$ cat src/rtl/core/assert_macros.svh
// assertion macros shared by the rtl
`ifndef ASSERT_MACROS_SVH
`define ASSERT_MACROS_SVH

`ifndef NO_ASSERTIONS

`define SCC_ASSERT_IMP(lbl, clk, rstn, ante, cons, msg) \
    lbl: assert property (@(posedge clk) disable iff (!rstn) (ante) |-> (cons)) else $error(msg);

`define SCC_ASSERT_NXT(lbl, clk, rstn, ante, cons, msg) \
    lbl: assert property (@(posedge clk) disable iff (!rstn) (ante) |=> (cons)) else $error(msg);

`else

`define SCC_ASSERT_IMP(lbl, clk, rstn, ante, cons, msg)

`define SCC_ASSERT_NXT(lbl, clk, rstn, ante, cons, msg)

`endif

`endif

$ cat src/rtl/core/scc_wsm_pkg.sv
package scc_wsm_pkg;

    localparam int PHASE_W  = 32;
    localparam int DIGIT_W  = 4;
    localparam int PERIOD_W = 12;

    typedef struct packed {
        logic               start;
        logic [PHASE_W-1:0] phase;
        logic [PHASE_W-1:0] step;
    } phase_add_req_t;

    typedef struct packed {
        logic               done;
        logic [PHASE_W-1:0] sum;
    } phase_add_out_t;

    typedef struct packed {
        logic                start;
        logic [PERIOD_W-1:0] period;
    } step_div_req_t;

    typedef struct packed {
        logic               done;
        logic [PHASE_W-1:0] step;
    } step_div_out_t;

endpackage

$ cat src/rtl/core/scc_wsm_ram.sv
module scc_wsm_ram #(
    parameter int WIDTH = 8,
    parameter int DEPTH = 256
) (
    input  logic                     aclk,
    input  logic                     wr_en,
    input  logic [$clog2(DEPTH)-1:0] wr_addr,
    input  logic [WIDTH-1:0]         wr_data,
    input  logic [$clog2(DEPTH)-1:0] rd_addr,
    output logic [WIDTH-1:0]         rd_data
);

    logic [WIDTH-1:0] mem [DEPTH];
    logic [WIDTH-1:0] rd_data_reg;

    always_ff @(posedge aclk) begin
        if (wr_en) begin
            mem[wr_addr] <= wr_data;
        end
        rd_data_reg <= mem[rd_addr];
    end

    assign rd_data = rd_data_reg;

endmodule

$ cat src/rtl/core/scc_wsm_phase_add.sv
module scc_wsm_phase_add
    import scc_wsm_pkg::*;
(
    input  logic           aclk,
    input  logic           aresetn,
    input  phase_add_req_t req,
    output phase_add_out_t res
);

    localparam int STEPS = PHASE_W / DIGIT_W;
    localparam int CNT_W = $clog2(STEPS);

    logic [PHASE_W-1:0] a_sh_reg, a_sh_next;
    logic [PHASE_W-1:0] b_sh_reg, b_sh_next;
    logic               carry_reg, carry_next;
    logic [CNT_W-1:0]   cnt_reg, cnt_next;
    logic               run_reg, run_next;
    logic               done_reg, done_next;
    logic [DIGIT_W:0]   digit_sum;

    always_comb begin
        digit_sum  = {1'b0, a_sh_reg[DIGIT_W-1:0]} + {1'b0, b_sh_reg[DIGIT_W-1:0]}
                   + {{DIGIT_W{1'b0}}, carry_reg};
        a_sh_next  = a_sh_reg;
        b_sh_next  = b_sh_reg;
        carry_next = carry_reg;
        cnt_next   = cnt_reg;
        run_next   = run_reg;
        done_next  = 1'b0;
        if (req.start) begin
            a_sh_next  = req.phase;
            b_sh_next  = req.step;
            carry_next = 1'b0;
            cnt_next   = '0;
            run_next   = 1'b1;
        end else if (run_reg) begin
            // low digit first, sum digits enter at the top
            a_sh_next  = {digit_sum[DIGIT_W-1:0], a_sh_reg[PHASE_W-1:DIGIT_W]};
            b_sh_next  = {{DIGIT_W{1'b0}}, b_sh_reg[PHASE_W-1:DIGIT_W]};
            carry_next = digit_sum[DIGIT_W];
            cnt_next   = cnt_reg + 1'b1;
            if (cnt_reg == CNT_W'(STEPS - 1)) begin
                run_next  = 1'b0;
                done_next = 1'b1;
            end
        end
    end

    always_ff @(posedge aclk) begin
        if (!aresetn) begin
            run_reg   <= 1'b0;
            done_reg  <= 1'b0;
            cnt_reg   <= '0;
            carry_reg <= 1'b0;
        end else begin
            run_reg   <= run_next;
            done_reg  <= done_next;
            cnt_reg   <= cnt_next;
            carry_reg <= carry_next;
        end
        a_sh_reg <= a_sh_next;
        b_sh_reg <= b_sh_next;
    end

    assign res.done = done_reg;
    assign res.sum  = a_sh_reg;

endmodule

$ cat src/rtl/core/scc_wsm_step_div.sv
module scc_wsm_step_div
    import scc_wsm_pkg::*;
#(
    parameter int SAMPLE_RATE = 44100
) (
    input  logic          aclk,
    input  logic          aresetn,
    input  step_div_req_t req,
    output step_div_out_t res
);

    localparam int CLOCK_HZ  = 3579545;
    localparam int NUM_SHIFT = 27;
    localparam int NUM_W     = $clog2(CLOCK_HZ) + NUM_SHIFT;
    localparam int BIT_W     = $clog2(NUM_W);
    localparam int DEN_W     = $clog2((longint'(1) << PERIOD_W) * SAMPLE_RATE + 1);

    localparam logic [NUM_W-1:0] STEP_NUM = NUM_W'(longint'(CLOCK_HZ) << NUM_SHIFT);
    localparam logic [DEN_W-1:0] SR_CONST = DEN_W'(SAMPLE_RATE);

    typedef enum logic [1:0] {
        DV_IDLE,
        DV_MUL,
        DV_RUN
    } dv_state_t;

    dv_state_t           state_reg, state_next;
    logic [PERIOD_W-1:0] period_reg, period_next;
    logic [DEN_W-1:0]    den_reg, den_next;
    logic [DEN_W-1:0]    rem_reg, rem_next;
    logic [PHASE_W-1:0]  quot_reg, quot_next;
    logic [BIT_W-1:0]    bit_reg, bit_next;
    logic                done_reg, done_next;

    logic [DEN_W:0]      trial;
    logic [DEN_W:0]      diff;
    logic                fits;
    logic [DEN_W-1:0]    tp1;

    always_comb begin
        trial       = {rem_reg, STEP_NUM[bit_reg]};
        diff        = trial - {1'b0, den_reg};
        fits        = trial >= {1'b0, den_reg};
        tp1         = DEN_W'(period_reg) + DEN_W'(1);
        state_next  = state_reg;
        period_next = period_reg;
        den_next    = den_reg;
        rem_next    = rem_reg;
        quot_next   = quot_reg;
        bit_next    = bit_reg;
        done_next   = 1'b0;
        unique case (state_reg)
            DV_IDLE: begin
                if (req.start) begin
                    period_next = req.period;
                    state_next  = DV_MUL;
                end
            end
            DV_MUL: begin
                den_next   = tp1 * SR_CONST;
                rem_next   = '0;
                bit_next   = BIT_W'(NUM_W - 1);
                state_next = DV_RUN;
            end
            DV_RUN: begin
                // one quotient bit per cycle, only the low word is kept
                rem_next  = fits ? diff[DEN_W-1:0] : trial[DEN_W-1:0];
                quot_next = {quot_reg[PHASE_W-2:0], fits};
                if (bit_reg == '0) begin
                    done_next  = 1'b1;
                    state_next = DV_IDLE;
                end else begin
                    bit_next = bit_reg - 1'b1;
                end
            end
            default: state_next = DV_IDLE;
        endcase
    end

    always_ff @(posedge aclk) begin
        if (!aresetn) begin
            state_reg <= DV_IDLE;
            done_reg  <= 1'b0;
        end else begin
            state_reg <= state_next;
            done_reg  <= done_next;
        end
        period_reg <= period_next;
        den_reg    <= den_next;
        rem_reg    <= rem_next;
        quot_reg   <= quot_next;
        bit_reg    <= bit_next;
    end

    assign res.done = done_reg;
    assign res.step = quot_reg;

endmodule

$ cat src/rtl/core/scc_wavetable_sound_mapper_core.sv
// bus read: ST_OUT, then output register; register read: ST_R_READ, ST_R_DATA, ST_OUT
// bus write: done on accept; a period write runs the divider, one quotient bit per cycle
// sample tick: the 5 channels in turn, set by the 4-bit serial phase adder and ram port
// one item at a time; a finished result waits in the output register while the next one runs
// reset: state to defaults, then a clear of all 256 sound ram entries with s_ready low
`include "assert_macros.svh"

module scc_wavetable_sound_mapper_core
    import scc_wsm_pkg::*;
#(
    parameter int SAMPLE_RATE = 44100
) (
    input  logic               aclk,
    input  logic               aresetn,
    input  logic               cfg_wr_en,
    input  logic [5:0]         cfg_wr_data,
    input  logic               s_valid,
    output logic               s_ready,
    input  logic [1:0]         s_command,
    input  logic [15:0]        s_address,
    input  logic [7:0]         s_write_data,
    input  logic [7:0]         s_core_register,
    output logic               m_valid,
    input  logic               m_ready,
    output logic [18:0]        m_rom_address,
    output logic [7:0]         m_register_data,
    output logic signed [15:0] m_sample
);

    localparam logic [1:0]  CMD_READ     = 2'd0;
    localparam logic [1:0]  CMD_WRITE    = 2'd1;
    localparam logic [1:0]  CMD_TICK     = 2'd2;
    localparam logic [1:0]  CMD_REG_READ = 2'd3;
    localparam logic [12:0] SOUND_BASE   = 13'h1800;
    localparam logic [5:0]  SOUND_BANK   = 6'h3F;
    localparam logic [7:0]  REG_FREQ_LO  = 8'h80;
    localparam logic [7:0]  REG_FREQ_HI  = 8'h89;
    localparam logic [7:0]  REG_VOLUME   = 8'h8A;
    localparam logic [7:0]  REG_ENABLE   = 8'h8F;
    localparam logic [2:0]  LAST_CH      = 3'd4;
    localparam logic [1:0]  SHARED_WAVE  = 2'd3;
    localparam logic [7:0]  CLEAR_LAST   = 8'hFF;

    typedef logic [5:0]         bank_arr_t  [8];
    typedef logic [PHASE_W-1:0] phase_arr_t [5];

    localparam bank_arr_t BANK_RESET = '{6'd0, 6'd0, 6'd0, 6'd0, 6'd0, 6'd1, 6'd2, 6'd4};

    typedef enum logic [3:0] {
        ST_CLEAR,
        ST_IDLE,
        ST_P_READ,
        ST_P_LOAD,
        ST_DIV,
        ST_R_READ,
        ST_R_DATA,
        ST_T_START,
        ST_T_VOL,
        ST_T_EN,
        ST_T_WAIT,
        ST_T_WAVE,
        ST_T_FIN,
        ST_OUT
    } state_t;

    state_t             state_reg, state_next;
    logic [7:0]         clear_cnt_reg, clear_cnt_next;
    bank_arr_t          bank_reg, bank_next;
    logic [5:0]         bank_mask_reg, bank_mask_next;
    logic [7:0]         sreg_reg, sreg_next;
    logic [7:0]         wdata_reg, wdata_next;
    logic [2:0]         ch_reg, ch_next;
    logic [3:0]         vol_reg, vol_next;
    logic               en_reg, en_next;
    logic signed [14:0] acc_reg, acc_next;
    phase_arr_t         phase_reg, phase_next;
    phase_arr_t         step_reg, step_next;
    logic [18:0]        res_rom_reg, res_rom_next;
    logic [7:0]         res_data_reg, res_data_next;
    logic [15:0]        res_sample_reg, res_sample_next;
    logic               m_valid_reg, m_valid_next;
    logic [18:0]        m_rom_reg, m_rom_next;
    logic [7:0]         m_data_reg, m_data_next;
    logic [15:0]        m_sample_reg, m_sample_next;

    logic               accept;
    logic [2:0]         in_page;
    logic [12:0]        in_offset;
    logic [5:0]         in_bank;
    logic               sound_hit;
    logic               freq_hit;
    logic               ram_we;
    logic [7:0]         ram_waddr;
    logic [7:0]         ram_wdata;
    logic [7:0]         ram_raddr;
    logic [7:0]         ram_rd;
    logic [1:0]         wave_sel;
    logic signed [4:0]  vol_s;
    logic signed [12:0] prod;
    logic [16:0]        triple;

    phase_add_req_t     alu_req;
    phase_add_out_t     alu_res;
    step_div_req_t      div_req;
    step_div_out_t      div_res;

    assign s_ready   = (state_reg == ST_IDLE);
    assign accept    = s_valid && s_ready;
    assign in_page   = s_address[15:13];
    assign in_offset = s_address[12:0];
    assign in_bank   = bank_reg[in_page];
    assign sound_hit = (in_offset[12:8] == SOUND_BASE[12:8]) && (in_bank == SOUND_BANK);
    assign freq_hit  = (in_offset[7:0] >= REG_FREQ_LO) && (in_offset[7:0] <= REG_FREQ_HI);

    assign ram_we    = (state_reg == ST_CLEAR)
                     || (accept && (s_command == CMD_WRITE) && sound_hit);
    assign ram_waddr = (state_reg == ST_CLEAR) ? clear_cnt_reg : in_offset[7:0];
    assign ram_wdata = (state_reg == ST_CLEAR) ? 8'd0 : s_write_data;
    assign wave_sel  = (ch_reg == LAST_CH) ? SHARED_WAVE : ch_reg[1:0];

    always_comb begin
        unique case (state_reg)
            ST_P_READ:  ram_raddr = {sreg_reg[7:1], ~sreg_reg[0]};
            ST_T_START: ram_raddr = REG_VOLUME + {5'd0, ch_reg};
            ST_T_VOL:   ram_raddr = REG_ENABLE;
            ST_T_WAIT:  ram_raddr = {1'b0, wave_sel, alu_res.sum[PHASE_W-1 -: 5]};
            default:    ram_raddr = sreg_reg;
        endcase
    end

    scc_wsm_ram #(
        .WIDTH (8),
        .DEPTH (256)
    ) u_sound_ram (
        .aclk    (aclk),
        .wr_en   (ram_we),
        .wr_addr (ram_waddr),
        .wr_data (ram_wdata),
        .rd_addr (ram_raddr),
        .rd_data (ram_rd)
    );

    assign alu_req.start = (state_reg == ST_T_START);
    assign alu_req.phase = phase_reg[ch_reg];
    assign alu_req.step  = step_reg[ch_reg];

    scc_wsm_phase_add u_phase_add (
        .aclk    (aclk),
        .aresetn (aresetn),
        .req     (alu_req),
        .res     (alu_res)
    );

    assign div_req.start  = (state_reg == ST_P_LOAD);
    assign div_req.period = sreg_reg[0] ? {wdata_reg[3:0], ram_rd} : {ram_rd[3:0], wdata_reg};

    scc_wsm_step_div #(
        .SAMPLE_RATE (SAMPLE_RATE)
    ) u_step_div (
        .aclk    (aclk),
        .aresetn (aresetn),
        .req     (div_req),
        .res     (div_res)
    );

    assign vol_s  = $signed({1'b0, (en_reg ? vol_reg : 4'd0)});
    assign prod   = $signed(ram_rd) * vol_s;
    assign triple = {acc_reg[14], acc_reg, 1'b0} + {{2{acc_reg[14]}}, acc_reg};

    always_comb begin
        state_next      = state_reg;
        clear_cnt_next  = clear_cnt_reg;
        bank_next       = bank_reg;
        bank_mask_next  = cfg_wr_en ? cfg_wr_data : bank_mask_reg;
        sreg_next       = sreg_reg;
        wdata_next      = wdata_reg;
        ch_next         = ch_reg;
        vol_next        = vol_reg;
        en_next         = en_reg;
        acc_next        = acc_reg;
        phase_next      = phase_reg;
        step_next       = step_reg;
        res_rom_next    = res_rom_reg;
        res_data_next   = res_data_reg;
        res_sample_next = res_sample_reg;
        m_valid_next    = m_valid_reg;
        m_rom_next      = m_rom_reg;
        m_data_next     = m_data_reg;
        m_sample_next   = m_sample_reg;

        if (m_valid_reg && m_ready) begin
            m_valid_next = 1'b0;
        end

        unique case (state_reg)
            ST_CLEAR: begin
                clear_cnt_next = clear_cnt_reg + 1'b1;
                if (clear_cnt_reg == CLEAR_LAST) begin
                    state_next = ST_IDLE;
                end
            end
            ST_IDLE: begin
                if (accept) begin
                    res_rom_next    = '0;
                    res_data_next   = '0;
                    res_sample_next = '0;
                    unique case (s_command)
                        CMD_READ: begin
                            res_rom_next = {in_bank & bank_mask_reg, in_offset};
                            state_next   = ST_OUT;
                        end
                        CMD_WRITE: begin
                            if (in_offset < SOUND_BASE) begin
                                bank_next[in_page] = s_write_data[5:0];
                            end else if (sound_hit && freq_hit) begin
                                sreg_next  = in_offset[7:0];
                                wdata_next = s_write_data;
                                state_next = ST_P_READ;
                            end
                        end
                        CMD_TICK: begin
                            ch_next    = '0;
                            acc_next   = '0;
                            state_next = ST_T_START;
                        end
                        CMD_REG_READ: begin
                            sreg_next  = s_core_register;
                            state_next = ST_R_READ;
                        end
                        default: state_next = ST_IDLE;
                    endcase
                end
            end
            ST_P_READ: state_next = ST_P_LOAD;
            ST_P_LOAD: state_next = ST_DIV;
            ST_DIV: begin
                if (div_res.done) begin
                    step_next[sreg_reg[3:1]] = div_res.step;
                    state_next               = ST_IDLE;
                end
            end
            ST_R_READ: state_next = ST_R_DATA;
            ST_R_DATA: begin
                res_data_next = ram_rd;
                state_next    = ST_OUT;
            end
            ST_T_START: state_next = ST_T_VOL;
            ST_T_VOL: begin
                vol_next   = ram_rd[3:0];
                state_next = ST_T_EN;
            end
            ST_T_EN: begin
                en_next    = ram_rd[ch_reg];
                state_next = ST_T_WAIT;
            end
            ST_T_WAIT: begin
                if (alu_res.done) begin
                    phase_next[ch_reg] = alu_res.sum;
                    state_next         = ST_T_WAVE;
                end
            end
            ST_T_WAVE: begin
                acc_next = acc_reg + {{2{prod[12]}}, prod};
                if (ch_reg == LAST_CH) begin
                    state_next = ST_T_FIN;
                end else begin
                    ch_next    = ch_reg + 1'b1;
                    state_next = ST_T_START;
                end
            end
            ST_T_FIN: begin
                res_sample_next = triple[15:0];
                state_next      = ST_OUT;
            end
            ST_OUT: begin
                if (!m_valid_reg || m_ready) begin
                    m_valid_next  = 1'b1;
                    m_rom_next    = res_rom_reg;
                    m_data_next   = res_data_reg;
                    m_sample_next = res_sample_reg;
                    state_next    = ST_IDLE;
                end
            end
            default: state_next = ST_IDLE;
        endcase
    end

    always_ff @(posedge aclk) begin
        if (!aresetn) begin
            state_reg     <= ST_CLEAR;
            clear_cnt_reg <= '0;
            bank_reg      <= BANK_RESET;
            bank_mask_reg <= '0;
            phase_reg     <= '{default: '0};
            step_reg      <= '{default: '0};
            m_valid_reg   <= 1'b0;
        end else begin
            state_reg     <= state_next;
            clear_cnt_reg <= clear_cnt_next;
            bank_reg      <= bank_next;
            bank_mask_reg <= bank_mask_next;
            phase_reg     <= phase_next;
            step_reg      <= step_next;
            m_valid_reg   <= m_valid_next;
        end
        sreg_reg       <= sreg_next;
        wdata_reg      <= wdata_next;
        ch_reg         <= ch_next;
        vol_reg        <= vol_next;
        en_reg         <= en_next;
        acc_reg        <= acc_next;
        res_rom_reg    <= res_rom_next;
        res_data_reg   <= res_data_next;
        res_sample_reg <= res_sample_next;
        m_rom_reg      <= m_rom_next;
        m_data_reg     <= m_data_next;
        m_sample_reg   <= m_sample_next;
    end

    assign m_valid         = m_valid_reg;
    assign m_rom_address   = m_rom_reg;
    assign m_register_data = m_data_reg;
    assign m_sample        = $signed(m_sample_reg);

    `SCC_ASSERT_IMP(a_alu_done_in_wait, aclk, aresetn, alu_res.done, state_reg == ST_T_WAIT, "phase adder finished outside wait state")
    `SCC_ASSERT_IMP(a_div_done_in_div, aclk, aresetn, div_res.done, state_reg == ST_DIV, "divider finished outside divide state")
    `SCC_ASSERT_IMP(a_ram_write_state, aclk, aresetn, ram_we, (state_reg == ST_CLEAR) || (state_reg == ST_IDLE), "sound ram written during a busy sequence")
    `SCC_ASSERT_IMP(a_channel_range, aclk, aresetn, state_reg == ST_T_WAVE, ch_reg <= LAST_CH, "tick channel out of range")
    `SCC_ASSERT_NXT(a_out_load, aclk, aresetn, (state_reg == ST_OUT) && (!m_valid_reg || m_ready), m_valid_reg && (state_reg == ST_IDLE), "result not moved to output register")

endmodule

$ cat config.mk
export PLATFORM = sky130hd
export DESIGN_NAME = scc_wavetable_sound_mapper_core
export DESIGN_NICKNAME = d
export VERILOG_FILES = /design/src/rtl/core/scc_wsm_pkg.sv /design/src/rtl/core/scc_wsm_ram.sv /design/src/rtl/core/scc_wsm_phase_add.sv /design/src/rtl/core/scc_wsm_step_div.sv /design/src/rtl/core/scc_wavetable_sound_mapper_core.sv
export VERILOG_INCLUDE_DIRS = /design/src /design/src/rtl/core
export SDC_FILE = /design/constraint.sdc
export NUM_CORES = 2
export LEC_CHECK = 0
export BUFFER_PORTS_ARGS = -buffer_cell sky130_fd_sc_hd__clkbuf_2
export CAP_MARGIN = 5
export CORE_MARGIN = 1
export CORE_UTILIZATION = 55
export CTS_CLUSTER_SIZE = 28
export DETAILED_ROUTE_END_ITERATION = 6
export PLACE_DENSITY = 0.71
export SLEW_MARGIN = 30
export SYNTH_ARGS = -nofsm -noshare
export SYNTH_HDL_FRONTEND = slang
export SYNTH_SLANG_ARGS = --single-unit
$ cat constraint.sdc
create_clock -name aclk -period 8.2 [get_ports aclk]
set_clock_uncertainty 0.2 [all_clocks]
set_input_delay 2.46 -clock aclk [delete_from_list [all_inputs] [get_ports aclk]]
set_output_delay 2.46 -clock aclk [all_outputs]
set_load 0.03 [all_outputs]
# Word-level counts from Yosys, hierarchy flattened
# Memory sizes are Yosys's and may differ from the RTL's. A register that Yosys moved wholly into a read port is not among the register bits.
# Index checks and enable logic that the tools add are counted.
# word_totals
ff_bits	689
latchBits	0
mem_bits_rw	2048
rom_bits	64
input_bits	45
out_inout_bits	45
wordCells	234
mem_count	2
# classes
addsub	11
n_mul	2
div_mod_pow	0
order_cmp	12
eq_ne	37
shift	0
n_mux	73
bitwise	8
reduce_logical	42
# mem_list
memory	words	width	rd	rd_clocked_by_memory_dff	wr	line	text
u_sound_ram.mem	256	8	1	1	1	scc_wsm_ram.sv:13	logic [WIDTH-1:0] mem [DEPTH];
(name not given)	64	1	1	1	0	scc_wsm_step_div.sv:41	trial = {rem_reg, STEP_NUM[bit_reg]};
# op_table
operator	n
bitwise mux 160 bit	2
two-way mux 32 bit	10
binary-select mux 32 bit (select 3 bit)	2
demux 32 bit (select 3 bit)	2
case mux 28 bit (2 select lines)	1
case mux 4 bit (13 select lines)	1
bitwise mux 48 bit	1
two-way mux 8 bit	5
two-way mux 4 bit	9
case mux 16 bit (2 select lines)	1
case mux 8 bit (2 select lines)	2
case mux 8 bit (4 select lines)	1
two-way mux 15 bit	2
two-way mux 6 bit	5
case mux 15 bit (2 select lines)	1
>= comparator 29 x 28 -> 1 bit	1
multiplier 28 x 14 -> 26 bit (second input constant)	1
two-way mux 28 bit	1
subtractor 28 bit	1
== test 4 bit (second input constant)	6
AND reduction 2 bit	10
binary-select mux 6 bit (select 3 bit)	1
demux 6 bit (select 3 bit)	1
adder 16 x 15 -> 16 bit	1
other kinds (55)	117

# Depth between registers and ports, before layout
# logic_depth
ltp_word	12
mapped_depth	24
depth_no_buf	23

# By module
# A second synthesis with hierarchy kept.
# hier_totals
hier_cells	7425
hier_area_um2	115953.7
# modules_own_cells
module	n_inst	cells_each	area_per_inst_um2	seq_area_each_um2
scc_wsm_ram	1	3733	79556.3	61659.1
scc_wavetable_sound_mapper_core	1	2748	25044.0	11501.0
scc_wsm_step_div	1	768	8303.0	3203.1
scc_wsm_phase_add	1	176	3050.4	2042.0

# Worst setup path after synthesis
# OpenSTA, ideal clock, no wires.
# synth_timing
path_type	input -> register
start	input port s_write_data[0]
end	memory u_sound_ram.mem[0][0] (data pin)
arrival_time_ns	5.982
required_ns	7.132
setup_slack_ns	1.150
path_stages	2
path_buffers	1
path_cell_list	clkbuf_1 -> and2_1
# synth_via
elab_chain_cells	1
# synth_lines
element	line	text
start: declaration	scc_wavetable_sound_mapper_core.sv:21	input logic [7:0] s_write_data,
two-way mux 8 bit	scc_wavetable_sound_mapper_core.sv:118	assign ram_wdata = (state_reg == ST_CLEAR) ? 8'd0 : s_write_data;
via ram_wdata[0]	scc_wavetable_sound_mapper_core.sv:94	logic [7:0] ram_wdata;
end: declaration	scc_wsm_ram.sv:13	
# The timed path passes the listed nets, and every way through them passes these cells.

# Worst setup path in the final report
# layout_timing
start	input port s_address[15]
end	memory u_sound_ram.mem[79][4] (enable)
# layout_via
elab_chain_cells	10
# layout_lines
element	line	text
start: declaration	scc_wavetable_sound_mapper_core.sv:20	input logic [15:0] s_address,
NOT 3 -> 4 bit (implied by the code)	scc_wavetable_sound_mapper_core.sv:111	assign in_bank = bank_reg[in_page];
binary-select mux 6 bit (select 3 bit)	scc_wavetable_sound_mapper_core.sv:111	
two-way mux 6 bit (implied by the code) (2 in series)	scc_wavetable_sound_mapper_core.sv:111	
== test 6 bit	scc_wavetable_sound_mapper_core.sv:112	assign sound_hit = (in_offset[12:8] == SOUND_BASE[12:8]) && (in_bank == SOUND_BANK);
logical AND 1 bit	scc_wavetable_sound_mapper_core.sv:112	
logical AND 1 bit	scc_wavetable_sound_mapper_core.sv:116	|| (accept && (s_command == CMD_WRITE) && sound_hit);
logical OR 1 bit	scc_wavetable_sound_mapper_core.sv:116	
two-way mux 1 bit	scc_wsm_ram.sv:17	if (wr_en) begin
two-way mux 1 bit (implied by the code)	scc_wsm_ram.sv:18	mem[wr_addr] <= wr_data;
# No other way between the ends. The select of a mux whose other input is x is not followed.

==> out/qor.yml <==
routing:
  postRouteAntennaNets: 0
  met2_length_um: 139000
  vias: 67600
  routed_wl_um: 297000
  avgViaCountPerCell: 6.47
  wire_per_inst_um: 28.4
  drt-met1-wl_um: 115000
  wl_met3_um: 31800
  highest_layer: "met5"
  drtIter0Drc: 8776
  drc_errors: 0
  drt_first_pass_iters: 7
cts:
  clk_pin_slew_worst_paths_ps: 60
  numCtsBuffers: 292
  cts-root-buf: "clkbuf_16"
  cts_buffer_depth: 4
  cts-hold-fix-buffers: 0
  postCtsSetupRepairBufs: 0
  numClockSinks: 2746
  clk_latency_ps: 960
  post_cts_resized: 0
  cts_tree: "done"
  cts.htree.levels: 5
pwr:
  vdd_ir_drop_max_uv: 208
  powerDensity_mw_per_mm2: 224
  leakagePower_nw: 42.6
synthesis:
  syn-instance-count: 7396
  ys_ff_latch: 2746
  ys_types: 88
  synth-compound-area-share_pct: 7.03
  synthAdderAreaFrac_pct: 2.90
  synthMuxAreaShare_pct: 11.1
  async_reset_ff_share_pct: 0
  synth_simple_gate_area_share_pct: 7.63
  avgSynthCellArea_um2: 15.5
  synth.top_cells.by_area: "edfxtp_1 (61%), mux4_2 (10%), dfxtp_1 (7.1%)"
  synth_top_cell_by_area: "edfxtp_1"
  yosysTopAreaCellShare_pct: 61.2
  ys_warn_count: 0
  synth_commonest_cells: "edfxtp_1 (2341), nand2_1 (942), mux4_2 (512)"
  ys.flop_type: "edfxtp_1"
  netlist_area_mm2: 0.115
  synth_xor_area_share_pct: 0.759
  post-synth-top-count-cell: "edfxtp_1"
  syn_nets: 7677
  synth-edff-count: 2341
  synth_top_family_by_area: "multiplexers"
  synth_seq_area_share_pct: 68.2
layout:
  largest_register_ffs: 2048
  nNetsFinal: 7751
  area_growth_syn_to_layout_pct: 11.0
  drive_gt1_share_pct: 16.4
sta:
  relSlewSlack_pct: 29.8
  hold_ws_ps: 213
  period_needed_ps: 6610
  worst_pin_slew_ps: 1030
  slew_viol_final: 0
  setup_tns_ps: 0
  rsz0062_at_grt: "no"
  max_freq_ghz: 0.151
  setup_violations: 0
  fin_crit_sh_pct: 80.7
  hold_viol_final: 0
global_routing:
  grt_util_all_layers_pct: 28.0
  grt_max_degree: 159
  grt_pass1_wl_um: 436000
  antenna_found_initial: 12
  grt_pass1_vias: 66300
  grt_overflow: 0
placed_design:
  portBuffers: 89
  place.gp.congestion: 0.928
  dp_hpwl_um: 178000
worst_setup_path:
  path_buf_inv: 2
  path_cells: "clkbuf_2, mux2_2, a221oi_1, o22ai_1, nand3_1, nor4b_1, a31oi_1, nor2_1, nand2_1, buf_4, nor2_1"
  slowest_delay_ps: 670
  cpMostUsedCell: "nor2_1"
  slowest_stage: "nand2_1"
  worstPathArrival_ps: 6970
  critPathKind: "input port to flop"
  cp.required_ps: 8550
  start_kind: "input port"
  critPathCaptureType: "flop"
  cp_top_family: "simple AND/OR/NAND/NOR gates"
  path_max_fanout: 23
floorplanning:
  die_w_um: 459
  io_pins: 90
  dieArea_mm2: 0.211
  coreArea_mm2: 0.207
  num_rows: 167
  die_h_um: 459
  start_util_pct: 55.4
run_status:
  outcome: "completed"
run:
  timing.max_cap.violations: 0
hold_path:
  hold_path_class: "flop to flop"
## metrics by stage
step	total power [mW]	cell area (um2)	std cells	utilization, %	setup slack, ps
2_1_floorplan	15.9	115000	7396	-	1150
3_3_place_gp	16.1	118000	9961	57.1	831
3_5_place_dp	16.2	118000	9962	57.1	824
4_1_cts	28.7	127000	10500	61.5	1780
5_1_grt	29.3	128000	10500	61.6	1480
6_report	28.6	128000	10500	61.6	1590
## worst reg2reg max path, delay by kind of cell (launching register included)
kind	cells	cell delay, ps
flops	1	640
mux	1	530
simple gates	5	2820
buf+inv	2	830
compound gates	3	1260
## per-layer routing
layer,global-route usage [%],vias to the layer above
met3,6.27,661
met5,0,-
li1,-,28600
met1,38.9,34200
met4,11.1,4
met2,43.4,4160
## area by class of cell
class                           instances  area [um2]
Tap cell                             2788        3490
Fill cell                           14800       79700
Antenna cell                            2        5.00
Timing Repair Buffer                  243        1940
Sequential cell                      2746       78400
Clock buffer                          358        7710
Inverter                              167         627
Clock inverter                        137        1340
Multi-Input combinational cell       4020       34100
## logic make-up after synthesis
logic type,Yosys count
simple gates,1978
flops,2746
xor+xnor,98
buf+inv,630
mux,630
fa+ha+maj,236
compound gates,1078
## path summary, 6_finish.rpt
kind / startpoint / to / cells past startpoint / slack [ps]
worst max-delay path: s_address[15] / u_sound_ram.mem[79][4] / 11 / 1590
worst max register to register: state_reg[1] / u_sound_ram.rd_data[2] / 11 / 1790
worst min-delay path: res_rom_reg[6] / m_rom_address[6] / 0 / 210
worst min register to register: res_rom_reg[6] / m_rom_address[6] / 0 / 210
## report_power, final
part           internal (mW)  switching (mW)  leakage, nW  total (mW)
registers               15.0          0.0483         25.1        15.1
clock network           7.45            5.29         4.40        12.7
logic                  0.290           0.494         13.0       0.783
## cells in the final DEF, fill, tap and decap left out, types with 122 or more instances in the layout
master	n
edfxtp_1	2341
nand2_1	940
mux4_2	512
nor2_1	485
dfxtp_1	405
a21boi_0	327
clkbuf_16	295
a221oi_1	202
ha_1	184
inv_1	164
buf_4	129
and3_1	122
Power figures use the tool's default switching activity.
